<file path="src/hdl/fqkr_pkg.sv">
`default_nettype none
package fqkr_pkg;

    localparam int HANDLE_W = 16;
    localparam int PID_W    = 16;
    localparam int COUNT_W  = 5;

    // command codes
    localparam logic [1:0] CMD_PUSH   = 2'd0;
    localparam logic [1:0] CMD_POP    = 2'd1;
    localparam logic [1:0] CMD_REMOVE = 2'd2;

    // status codes
    localparam logic [1:0] ST_DONE      = 2'd0;
    localparam logic [1:0] ST_EMPTY     = 2'd1;
    localparam logic [1:0] ST_FULL      = 2'd2;
    localparam logic [1:0] ST_NOT_FOUND = 2'd3;

    typedef struct packed {
        logic [1:0]          cmd;
        logic [HANDLE_W-1:0] job_handle;
        logic [PID_W-1:0]    job_pid;
    } in_word_t;

    typedef struct packed {
        logic [1:0]          status;
        logic [COUNT_W-1:0]  entry_count;
        logic                front_valid;
        logic [HANDLE_W-1:0] front_handle;
        logic [PID_W-1:0]    front_pid;
    } out_word_t;

    typedef struct packed {
        logic [HANDLE_W-1:0] handle;
        logic [PID_W-1:0]    pid;
    } entry_t;

    // per-cell control from the queue controller
    typedef struct packed {
        logic occupied;   // cell lies below the fill count
        logic write;      // push lands in this cell
        logic pop;        // whole row shifts toward the front
        logic remove;     // keyed removal in progress
    } cell_ctrl_t;

endpackage
`default_nettype wire

</file>
<file path="src/hdl/fqkr_cell.sv">
`default_nettype none
module fqkr_cell
(
    input  wire logic                      clk,
    input  wire fqkr_pkg::cell_ctrl_t      ctrl,
    input  wire fqkr_pkg::entry_t          new_entry,
    input  wire fqkr_pkg::entry_t          nbr_entry,
    input  wire logic [fqkr_pkg::PID_W-1:0] key,
    input  wire logic                      found_in,
    output fqkr_pkg::entry_t               entry,
    output logic                           found_out
);

    fqkr_pkg::entry_t entry_reg;
    fqkr_pkg::entry_t entry_next;
    logic             hit;
    logic             shift;

    // a match here or at any older cell pulls this cell from its younger neighbor
    assign hit       = ctrl.occupied && (entry_reg.pid == key);
    assign found_out = found_in || hit;
    assign shift     = ctrl.pop || (ctrl.remove && found_out);

    always_comb
    begin
        entry_next = entry_reg;
        if (shift)
        begin
            entry_next = nbr_entry;
        end
        else if (ctrl.write)
        begin
            entry_next = new_entry;
        end
    end

    always_ff @(posedge clk)
    begin
        entry_reg <= entry_next;
    end

    assign entry = entry_reg;

endmodule
`default_nettype wire

</file>
<file path="src/hdl/fifo_queue_with_keyed_removal.sv">
// FIFO of job entries (handle + pid) with removal of the oldest entry by pid.
//
// Command channel: drive request and raise start; the word is taken at the
// rising edge where start is high and busy is low. busy never rises, so a
// command can be issued every cycle.
// Result channel: done pulses for one cycle, in the cycle after the command is
// taken, with result (status, count, front entry after the command). The
// receiver cannot stall; result holds until the next command is taken.
// Throughput is one command per cycle. The entries sit in a row of DEPTH
// cells, front at cell 0. Every cell compares its pid against the key at
// once; a found flag ripples down the row, and each cell at or behind the
// first match loads its younger neighbor in the same edge.
// Reset clears the count and the result strobe; entry storage is not reset,
// only cells below the count are ever shown or matched.
// Push when full, pop or remove when empty, and remove with no match leave
// the queue as is and report their status. Command code 3 does nothing.
`default_nettype none
module fifo_queue_with_keyed_removal
#(
    parameter int DEPTH = 16
)
(
    input  wire logic                clk,
    input  wire logic                rst_n,
    input  wire logic                start,
    input  wire fqkr_pkg::in_word_t  request,
    output logic                     busy,
    output logic                     done,
    output fqkr_pkg::out_word_t      result
);

    localparam int CW = $clog2(DEPTH + 1);

    logic [CW-1:0] count_reg;
    logic [CW-1:0] count_next;
    logic [1:0]    status_reg;
    logic [1:0]    status_next;
    logic          done_reg;

    logic          take;
    logic          is_push;
    logic          is_pop;
    logic          is_remove;
    logic          empty;
    logic          full;

    fqkr_pkg::entry_t     new_entry;
    fqkr_pkg::entry_t     entries [DEPTH];
    fqkr_pkg::cell_ctrl_t ctrl    [DEPTH];
    logic [DEPTH:0]       found;

    // command path is never busy
    assign busy = 1'b0;
    assign take = start && !busy;

    assign empty = (count_reg == '0);
    assign full  = (count_reg == CW'(DEPTH));

    assign is_push   = take && (request.cmd == fqkr_pkg::CMD_PUSH) && !full;
    assign is_pop    = take && (request.cmd == fqkr_pkg::CMD_POP) && !empty;
    assign is_remove = take && (request.cmd == fqkr_pkg::CMD_REMOVE) && !empty;

    assign new_entry.handle = request.job_handle;
    assign new_entry.pid    = request.job_pid;

    // found ripples from the front; found[DEPTH] says some held entry matched
    assign found[0] = 1'b0;

    genvar gi;
    generate
        for (gi = 0; gi < DEPTH; gi++)
        begin : g_cell
            assign ctrl[gi].occupied = (CW'(gi) < count_reg);
            assign ctrl[gi].write    = is_push && (count_reg == CW'(gi));
            assign ctrl[gi].pop      = is_pop;
            assign ctrl[gi].remove   = is_remove;

            fqkr_cell u_cell
            (
                .clk       (clk),
                .ctrl      (ctrl[gi]),
                .new_entry (new_entry),
                .nbr_entry (entries[(gi + 1 < DEPTH) ? gi + 1 : gi]),
                .key       (request.job_pid),
                .found_in  (found[gi]),
                .entry     (entries[gi]),
                .found_out (found[gi + 1])
            );
        end
    endgenerate

    always_comb
    begin
        count_next  = count_reg;
        status_next = fqkr_pkg::ST_DONE;
        case (request.cmd)
            fqkr_pkg::CMD_PUSH:
            begin
                if (full)
                begin
                    status_next = fqkr_pkg::ST_FULL;
                end
                else
                begin
                    count_next = count_reg + CW'(1);
                end
            end
            fqkr_pkg::CMD_POP:
            begin
                if (empty)
                begin
                    status_next = fqkr_pkg::ST_EMPTY;
                end
                else
                begin
                    count_next = count_reg - CW'(1);
                end
            end
            fqkr_pkg::CMD_REMOVE:
            begin
                if (empty)
                begin
                    status_next = fqkr_pkg::ST_EMPTY;
                end
                else if (found[DEPTH])
                begin
                    count_next = count_reg - CW'(1);
                end
                else
                begin
                    status_next = fqkr_pkg::ST_NOT_FOUND;
                end
            end
            default:
            begin
                status_next = fqkr_pkg::ST_DONE;
            end
        endcase
    end

    always_ff @(posedge clk or negedge rst_n)
    begin
        if (!rst_n)
        begin
            count_reg  <= '0;
            status_reg <= fqkr_pkg::ST_DONE;
            done_reg   <= 1'b0;
        end
        else
        begin
            done_reg <= take;
            if (take)
            begin
                count_reg  <= count_next;
                status_reg <= status_next;
            end
        end
    end

    // result is read straight off the state registers after the update
    assign done                = done_reg;
    assign result.status       = status_reg;
    assign result.entry_count  = fqkr_pkg::COUNT_W'(count_reg);
    assign result.front_valid  = !empty;
    assign result.front_handle = empty ? '0 : entries[0].handle;
    assign result.front_pid    = empty ? '0 : entries[0].pid;

endmodule
`default_nettype wire
</file>
<file path="config.mk">
export PLATFORM = sky130hd
export DESIGN_NAME = fifo_queue_with_keyed_removal
export DESIGN_NICKNAME = d
export VERILOG_FILES = /design/src/hdl/fqkr_pkg.sv /design/src/hdl/fqkr_cell.sv /design/src/hdl/fifo_queue_with_keyed_removal.sv
export SDC_FILE = /design/constraint.sdc
export NUM_CORES = 1
export LEC_CHECK = 0
export BUFFER_PORTS_ARGS = -buffer_cell sky130_fd_sc_hd__buf_2
export CAP_MARGIN = 20
export CORE_UTILIZATION = 40
export DETAILED_ROUTE_END_ITERATION = 10
export RECOVER_POWER = 100
export SLEW_MARGIN = 5
export SYNTH_ARGS = -nofsm -noshare
export SYNTH_HDL_FRONTEND = slang
export SYNTH_SLANG_ARGS = --single-unit
</file>
<file path="constraint.sdc">
create_clock -name clk -period 4.7 [get_ports clk]
set_clock_uncertainty 0.1 [all_clocks]
set_input_delay 0.47 -clock clk [delete_from_list [all_inputs] [get_ports clk]]
set_output_delay 0.47 -clock clk [all_outputs]
set_load 0.05 [all_outputs]
</file>
* After elaboration in Yosys (flattened, before gate mapping) *
Index checks and enable logic that the tools add are counted.

storage, ports and cells
  flip-flop bits (word level) = 520
  input port bits = 37

operators by class
  equality and inequality tests = 38
  $add $sub $neg = 2
  $lt $le $gt $ge = 16
  reductions and logical operators = 107
  mux-type cells = 42
  bitwise logic cells = 1

operator list
  kind                                                                         count
  32-bit two-way mux                                                           30
  16-bit == test                                                               16
  1-bit logical AND                                                            54
  5-bit by 4-bit == test with 1-bit output, second input constant              8
  4-bit by 5-bit less-than comparator with 1-bit output, first input constant  8
  16-bit two-way mux                                                           2
  1-bit logical OR                                                             31
  2-bit nonzero test                                                           15
  5-bit by 3-bit == test with 1-bit output, second input constant              4
  3-bit by 5-bit less-than comparator with 1-bit output, first input constant  4
  5-bit two-way mux                                                            4
  5-bit case mux with 3 select lines                                           1
  5-bit by 2-bit == test with 1-bit output, second input constant              2
  1-bit by 5-bit less-than comparator with 1-bit output, first input constant  2
  2-bit by 5-bit less-than comparator with 1-bit output, first input constant  2
  2-bit two-way mux                                                            3
  2-bit != test, second input constant                                         3
  2-bit case mux with 3 select lines                                           1
  6-bit AND reduction                                                          1
  5-bit by 1-bit adder with 5-bit output, second input constant                1
  5-bit by 1-bit == test with 1-bit output, second input constant              1
  5-bit == test, second input constant                                         1
  5-bit zero test                                                              1
  5-bit by 1-bit subtractor with 5-bit output, second input constant           1
  9 further kinds                                                              10

* Depth between registers and ports, before layout *
Gate-level depths: netlist of the first run.

  depth after elaboration = 21
  depth in mapped cells = 12
  gate-level depth less buffers = 9

* Cells and area by module *
Synthesis of the first run repeated with hierarchy kept, for this count alone.

second synthesis, totals
  cells, all modules = 2388
  area, all modules = 31348.8 um2

modules (own cells, without submodules)
  module                         area each (um2)  cells each  instances
  fqkr_cell                      1889.3           140         16
  fifo_queue_with_keyed_removal  1119.8           148         1

* Worst setup path before layout of the first run *
Ideal clock, no wire load.

  kind = flip-flop to flip-flop
  start point = reg count_reg[1]
  end point = reg g_cell[11].u_cell.entry_reg, in the netlist g_cell[11].u_cell.entry[0] (enable)
  arrival = 3.758 ns
  cell stages (with the launch flop) = 5
  setup slack = 0.376 ns
  cells stage by stage = dfrtp_1 > clkbuf_1 > nand2_1 > or3_1 > o21ai_0

between the ends
  longest elaborated chain between the ends = 16
  elaborated cells on any way between the ends = 47
  those cells by class = 12 x order compare; 2 x eq/ne; 33 x reduce/logical

ends and longest elaborated chain
  what                                                   RTL line                              text
  from (decl)                                            fifo_queue_with_keyed_removal.sv:34   logic [CW-1:0] count_reg;
  from (signal assigned)                                 fifo_queue_with_keyed_removal.sv:154  count_reg <= count_next;
  1-bit by 5-bit less-than comparator with 1-bit output  fifo_queue_with_keyed_removal.sv:73   assign ctrl[gi].occupied = (CW'(gi) < count_reg);
  1-bit logical AND                                      fqkr_cell.sv:20                       assign hit = ctrl.occupied && (entry_reg.pid == key);
  1-bit logical OR (11 in series)                        fqkr_cell.sv:21                       assign found_out = found_in || hit;
  1-bit logical AND                                      fqkr_cell.sv:22                       assign shift = ctrl.pop || (ctrl.remove && found_out);
  1-bit logical OR                                       fqkr_cell.sv:22
  2-bit nonzero test (no source line) *                  --
  to (signal assigned)                                   fqkr_cell.sv:39                       entry_reg <= entry_next;
  to (decl)                                              fqkr_cell.sv:14                       fqkr_pkg::entry_t entry_reg;

Mark *: on every way between the ends. The rest lies on a longest branch, timed or not.
A chain may end at the register's enable or synchronous reset.

==> results of run 1 <==
==> worst max-delay path, stage by stage (launching register included) <==
cell,delay [ps]
dfrtp_1,690
inv_1,190
ha_1,370
nand2_1,190
clkbuf_2,770
nand2_1,250
nor2_4,450
clkbuf_2,770
mux2_2,420
==> stage by stage <==
| step | hold WS (ps) | area [sq um] | worst slack [ps] | std cells |
|---|---|---|---|---|
| 3_5_place_dp | 253 | 27400 | 385 | 2526 |
| 5_1_grt | 225 | 28800 | 106 | 2631 |
| 3_3_place_gp | 252 | 27400 | 427 | 2526 |
| 6_report | 224 | 28800 | 200 | 2631 |
| 2_1_floorplan | 74.4 | 25900 | 376 | 1671 |
| 4_1_cts | 91.0 | 29100 | 426 | 2631 |
==> final cells by class <==
cell class                 instances  area share (%)
clock buffer                      70            5.04
clock inverter                    33            1.06
inverter                           6          0.0781
multi-input combinational       1007            32.7
sequential                       520            54.0
tap                              846            3.67
timing repair buffer             149            3.38
==> routing by layer <==
| metal | wire length (microns) | track usage (%) |
|---|---|---|
| met1 | 29000 | 26.6 |
| met2 | 31500 | 32.9 |
| met3 | 2800 | 3.06 |
| met4 | 1270 | 4.91 |
| met5 | 53 | 0 |
==> logic make-up (layout without fill, tap and decap cells) <==
| logic type | count (synthesis) | after routing |
|---|---|---|
| xor gates and xnor gates | 261 | 261 |
| and+or+nand+nor | 199 | 199 |
| buffers and inverters | 144 | 258 |
| other | 1 | 1 |
| adders and majority gates | 9 | 9 |
| muxes | 483 | 483 |
| AOI/OAI and AO/OA | 54 | 54 |
| DFF | 520 | 520 |
==> where the power goes <==
part | internal, mW | total, mW | switching [mW] | leakage [nW]
clock | 2.42 | 4.28 | 1.87 | 0.840
sequential | 5.52 | 5.71 | 0.193 | 4.79
combinational | 0.682 | 2.02 | 1.33 | 4.01
==> Yosys cell counts (all sizes together) (8+ instances only) <==
library cell  instances
nor4                 56
o21ai                13
nand2                37
clkbuf               47
nor3                 11
and2                 32
nor2                 20
nand4                15
mux2                482
nand3                15
xor2                220
ha                    9
a21oi                15
dfrtp                 8
edfxtp              512
buf                  91
xnor2                41
==> worst max path at each step <==
stage | from | end | slack [ps] | cells after the start
finish | count_reg[1]$_DFFE_PN0P_ | g_cell[0].u_cell.entry[3]$_DFFE_PP_ | 200 | 8
global route | request[3] | g_cell[8].u_cell.entry[8]$_DFFE_PP_ | 110 | 11
CTS | count_reg[2]$_DFFE_PN0P_ | g_cell[8].u_cell.entry[4]$_DFFE_PP_ | 430 | 9
detailed placement | request[13] | g_cell[8].u_cell.entry[4]$_DFFE_PP_ | 380 | 10
global placement | request[13] | g_cell[8].u_cell.entry[8]$_DFFE_PP_ | 430 | 10
floorplan | count_reg[1]$_DFFE_PN0P_ | g_cell[11].u_cell.entry[0]$_DFFE_PP_ | 380 | 4
==> what timing repair did <==
action,4_1_cts,5_1_grt
setup endpoints to repair,0,0
endpoints found under the hold margin,9,0
hold buffers,2,0
==> results.md, run 1 <==
- FP Rows: 92
- Tcrit/Tclk final: 95.8%
- Cell count of the worst hold path: 2
- Clock tree buffer depth: 3
- Antenna-violating nets left: 0
- Worst slew pin tran: 1640 ps
- Synth top area cells: edfxtp_1 59%, mux2_2 19%, xor2_1 7.4%
- Die Area: 0.0658 sq mm
- Starting Density: 40.8%
- Crit path DAT: 4750 ps
- Clock Latency Late Sink: 650 ps
- Main combinational cell family by area after synthesis: multiplexers
- Count of different cell masters after synthesis: 55
- Critical Path Fanout Max: 37
- Final core utilization: 45.4%
- Sequential-to-total area share from yosys stat: 60.1%
- Commonest cells after routing, fill and taps aside: 512 x edfxtp_1, 424 x mux2_2, 220 x xor2_1
- Root Driver: clkbuf_16
- Syn_nets: 1717
- Worst Min Path Start: request[3]
- Initial antenna violation count: 5
- R2R depth: 8
- Max Slew Vio Count: 76
- FF/Latch Area: 0.0156 sq mm
- Die height: 257 microns
- Reg clk slew, reported paths: 60 ps
- Yosys warns: 0
- RSZ-0062 raised after global routing: no
- Filler Cell Count: 5639
- Num CTS Buffers: 56
- CP Capture Type: register
- Via Count: 14100
- Die Span X: 257 microns
- XOR/XNOR share of the synthesized area: 8.82%
- H-tree level count: 2
- Adder-Cell Fraction of Synth Area: 0.434%
- Vias in the first global route: 14500
- Simple-Gate Fraction of Synth Area: 4.34%
- Synth Area in Compound Gates: 1.60%
- Critical Path RT: 4950 ps
- Mux cell area share after synthesis: 21.0%
- DRC viols: 0
- Hpwl dp: 44.4 mm
- Final Hold Viols: 0
- Max Freq: 222 MHz
- Gpl congestion: 0.944
- Gate Count Post-Synth: 1671
- Fraction of registers with async set/reset: 1.54%
- Drt pass-1 iters: 5
- Total negative slack: 0 ps
- Worst slew margin: -9.05%
- WL/cell: 24.5 microns
- First-pass GRT wire length: 97.2 mm
- Min cycle time layout: 4500 ps
- Post-CTS Setup Bufs: 0
- Layout area overhead: 11.2%
- Clk sink count: 520
- Vias per inst: 5.36
- Number of flops mapped to enable cells by yosys: 512
- IO Count: 79
- Worst Hold Class: primary input to register
- Share of cells above drive strength 1: 33.1%
- PD cells: 417 mW/mm^2
- Pin count of the biggest net entering global routing: 38
- Net count, final: 1786
- Most common cell after layout, fill and taps aside: edfxtp_1
- Max_cap viols: 3
- 1st-iter DRT viols: 1037
- WS Path Type: register to register
- Total power: 12.0 mW
- Flop2flop setup slack: 200 ps
- CTS tree: built
- CP Launch Type: register
- IO buf count: 77
- Core Region: 0.0635 sq mm
- Main flop type after synthesis: edfxtp_1
- Post-cts sizing count: 0
- Syn avg cell area: 15.5 sq um
- Synthesized area: 0.0259 sq mm
- Max reg flops: 512
- # diodes: 0
- Top cell type's share of synthesized area: 59.3%
- Max VDD drop: 0.301 mV
- Synth Register Bits: 520
- Failing checks: capacitance limit, slew limit
- Final setup viols: 0
- Area of the multi-input gates: 0.00944 sq mm
- Hold EP: g_cell[1].u_cell.entry[3]$_DFFE_PP_
- R2r endpoint: g_cell[0].u_cell.entry[3]$_DFFE_PP_
- Worst r2r src: count_reg[1]$_DFFE_PN0P_
- Post-synth top area cell: edfxtp_1
- Gr ovfl total: 0
- Status: finished, violations left
- Global-route total usage across every layer: 19.7%
- Post-Route WL: 64.6 mm
- Leakage: 9.64 nW
(Power assumes the default switching activity.)
==> run 2, diff against run 1 <==
--- a/config.mk
+++ b/config.mk
@@ -9,7 +9,7 @@
 export CAP_MARGIN = 20
 export CORE_UTILIZATION = 40
 export DETAILED_ROUTE_END_ITERATION = 10
-export RECOVER_POWER = 100
+export RECOVER_POWER = 25
 export SLEW_MARGIN = 5
 export SYNTH_ARGS = -nofsm -noshare
 export SYNTH_HDL_FRONTEND = slang
==> results.md, run 2 (same netlist as run 1, synthesis figures left out) <==
- Status: finished, violations left
- Failing checks: capacitance limit, slew limit
- Worst Min Path Start: request[3]
- IO buf count: 77 (unchanged)
- Net switching power: 3.40 mW (about the same)
- Net count, final: 1786 (unchanged)
- Die Area: 0.0658 sq mm (unchanged)
- Clock Latency Late Sink: 650 ps (about the same)
- H-tree level count: 2 (unchanged)
- Num CTS Buffers: 56 (unchanged)
- Post-Route WL: 64.6 mm (about the same)
- Crit path DAT: 4740 ps (about the same)
- Die height: 257 microns (unchanged)
- Worst r2r src: count_reg[0]$_DFFE_PN0P_
- Clock tree buffer depth: 3 (unchanged)
- Clk sink count: 520 (unchanged)
- Met3 GRT Util: 3.06% (unchanged)
- GR Layer Usage met1: 26.6% (unchanged)
- Pint: 8.64 mW (+0.29%)
- Die Span X: 257 microns (unchanged)
- Design area: 0.0290 sq mm (+0.53%)
- Worst slew margin: -9.61% (-0.56 points)
- Sw Share: 28.2% (-0.044 points)
- Gr ovfl total: 0 (unchanged)
- Leakage: 9.76 nW (+1.2%)
- GRT Max-Usage Layer: met2
- FP Rows: 92 (unchanged)
- Drt pass-1 iters: 5 (unchanged)
- Vias per inst: 5.39 (+0.46%)
- Most common cell after layout, fill and taps aside: edfxtp_1
- Worst slew pin tran: 1640 ps (+8.40 ps)
- Setup crit start: request[5]
- Starting Density: 40.8% (unchanged)
- Commonest cells after routing, fill and taps aside: 512 x edfxtp_1, 428 x mux2_2, 220 x xor2_1
- DRC viols: 0 (unchanged)
- CP Launch Type: primary input
- Filler Cell Count: 5609 (-0.53%)
- Max Slew Vio Count: 76 (unchanged)
- Share of cells above drive strength 1: 35.4% (+2.3 points)
- IO Count: 79 (unchanged)
- Critical Path RT: 4980 ps (+30 ps)
- Area of the multi-input gates: 0.00949 sq mm (+0.49%)
- Pin count of the biggest net entering global routing: 38 (unchanged)
- Power share of the sequential group: 47.4% (-0.2 points)
- Flop2flop setup slack: 250 ps (+50 ps)
- Vias in the first global route: 14500 (unchanged)
- Gpl congestion: 0.944 (unchanged)
- Met2 layer usage reported by global route: 32.9% (unchanged)
- Gate power share: 17.0% (+0.2 points)
- Core Region: 0.0635 sq mm (unchanged)
- Max VDD drop: 0.301 mV (about the same)
- Final Hold Viols: 0 (unchanged)
- Total negative slack: 0 ps (unchanged)
- Max_cap viols: 4 (+1)
- WS Path Type: primary input to register
- Global-route total usage across every layer: 19.7% (unchanged)
- Max Freq: 224 MHz (+1.0%)
- Dpl cell area: 0.0274 sq mm (unchanged)
- Min cycle time layout: 4460 ps (-45.0 ps)
- RSZ-0062 raised after global routing: no
- Via Count: 14200 (+0.46%)
- Root Driver: clkbuf_16
- # diodes: 0 (unchanged)
- Layout area overhead: 11.8%
- Critical Path Fanout Max: 24 (-35%)
- Reg clk slew, reported paths: 60 ps (about the same)
- 1st-iter DRT viols: 1065 (+2.7%)
- Final setup viols: 0 (unchanged)
- Antenna-violating nets left: 0 (unchanged)
- Hpwl dp: 44.4 mm (unchanged)
- WL/cell: 24.5 microns (about the same)
- FF/Latch Area: 0.0156 sq mm (unchanged)
- Max reg flops: 512 (unchanged)
- PD cells: 415 mW/mm^2 (-0.30%)
- Worst Hold Class: primary input to register
- Clock power frac: 35.6% (about the same)
- Post-CTS Setup Bufs: 0 (unchanged)
- Initial antenna violation count: 5 (unchanged)
- CP Capture Type: register
- Tcrit/Tclk final: 94.8% (-0.96 points)
- CTS tree: built
- First-pass GRT wire length: 97.2 mm (unchanged)
## run 2: cell types whose count changed in the layout (fill, tap and decap cells not counted), moves of 2 or more
cell,change
clkbuf_2,-8
clkbuf_1,-34
buf_12,+3
a21oi_4,+4
mux2_1,-4
mux2_2,+4
a21oi_2,-2
buf_2,+32
a21oi_1,-2
buf_4,+8
## run 2: final cells by class
cell class,count,area share (%)
repair buffers,149,3.73
clock buffers,70,5.02
multi-input cells,1007,32.7
flip-flops and latches,520,53.7
well taps,846,3.65
clock inverters,33,1.05
inverters,6,0.0777
## run 2: path summary, 6_finish.rpt
kind | depth (start not counted) | end
worst max-delay path | 9 | g_cell[2].u_cell.entry[18]$_DFFE_PP_
worst min register to register | 1 | status_reg[0]$_DFFE_PN0P_
min in group asynchronous | 2 | count_reg[2]$_DFFE_PN0P_
worst max register to register | 7 | g_cell[0].u_cell.entry[2]$_DFFE_PP_
max in group asynchronous | 2 | done$_DFF_PN0_
worst min-delay path | 2 | g_cell[1].u_cell.entry[3]$_DFFE_PP_
## run 2: repair_timing
action / 4_1_cts / 5_1_grt
hold buffers: 2 / 0
hold endpoints to repair: 9 / 0
resized for setup: 0 / 0
## run 2: stage by stage
stage               power (mW)  worst slack [ps]  utilization, %  instances  hold WS [ps]
floorplan                 7.16               376               -       1671          74.4
global placement          7.85               427            43.0       2526           252
detailed placement        7.87               385            43.0       2526           253
CTS                       12.2               426            45.8       2631          91.0
global route              12.5               106            45.6       2631           225
finish                    12.0               245            45.6       2631           225
## run 2: power by group through the flow
stage                     Clock (mW)  Sequential (mW)  Combinational [mW]
after CTS                       4.39             5.71                2.08
after global routing            4.56             5.74                2.17
after detailed placement           0             5.80                2.07
final                           4.28             5.71                2.04
after floorplan                    0             5.82                1.34
after global placement             0             5.80                2.06
## run 2: worst max-delay path, cell delays in order
cell	delay, ps
clkbuf_1	1120
xor2_1	180
nor4_1	370
nand3_1	170
o22ai_1	650
nor2_1	180
o21ai_0	500
clkbuf_2	650
mux2_2	410
## run 2: layer usage
metal,part of all wire (%),vias up
li1,-,6397
met1,45,7326
met2,49,341
met3,4.8,102
met4,2.1,8
met5,0.082,-
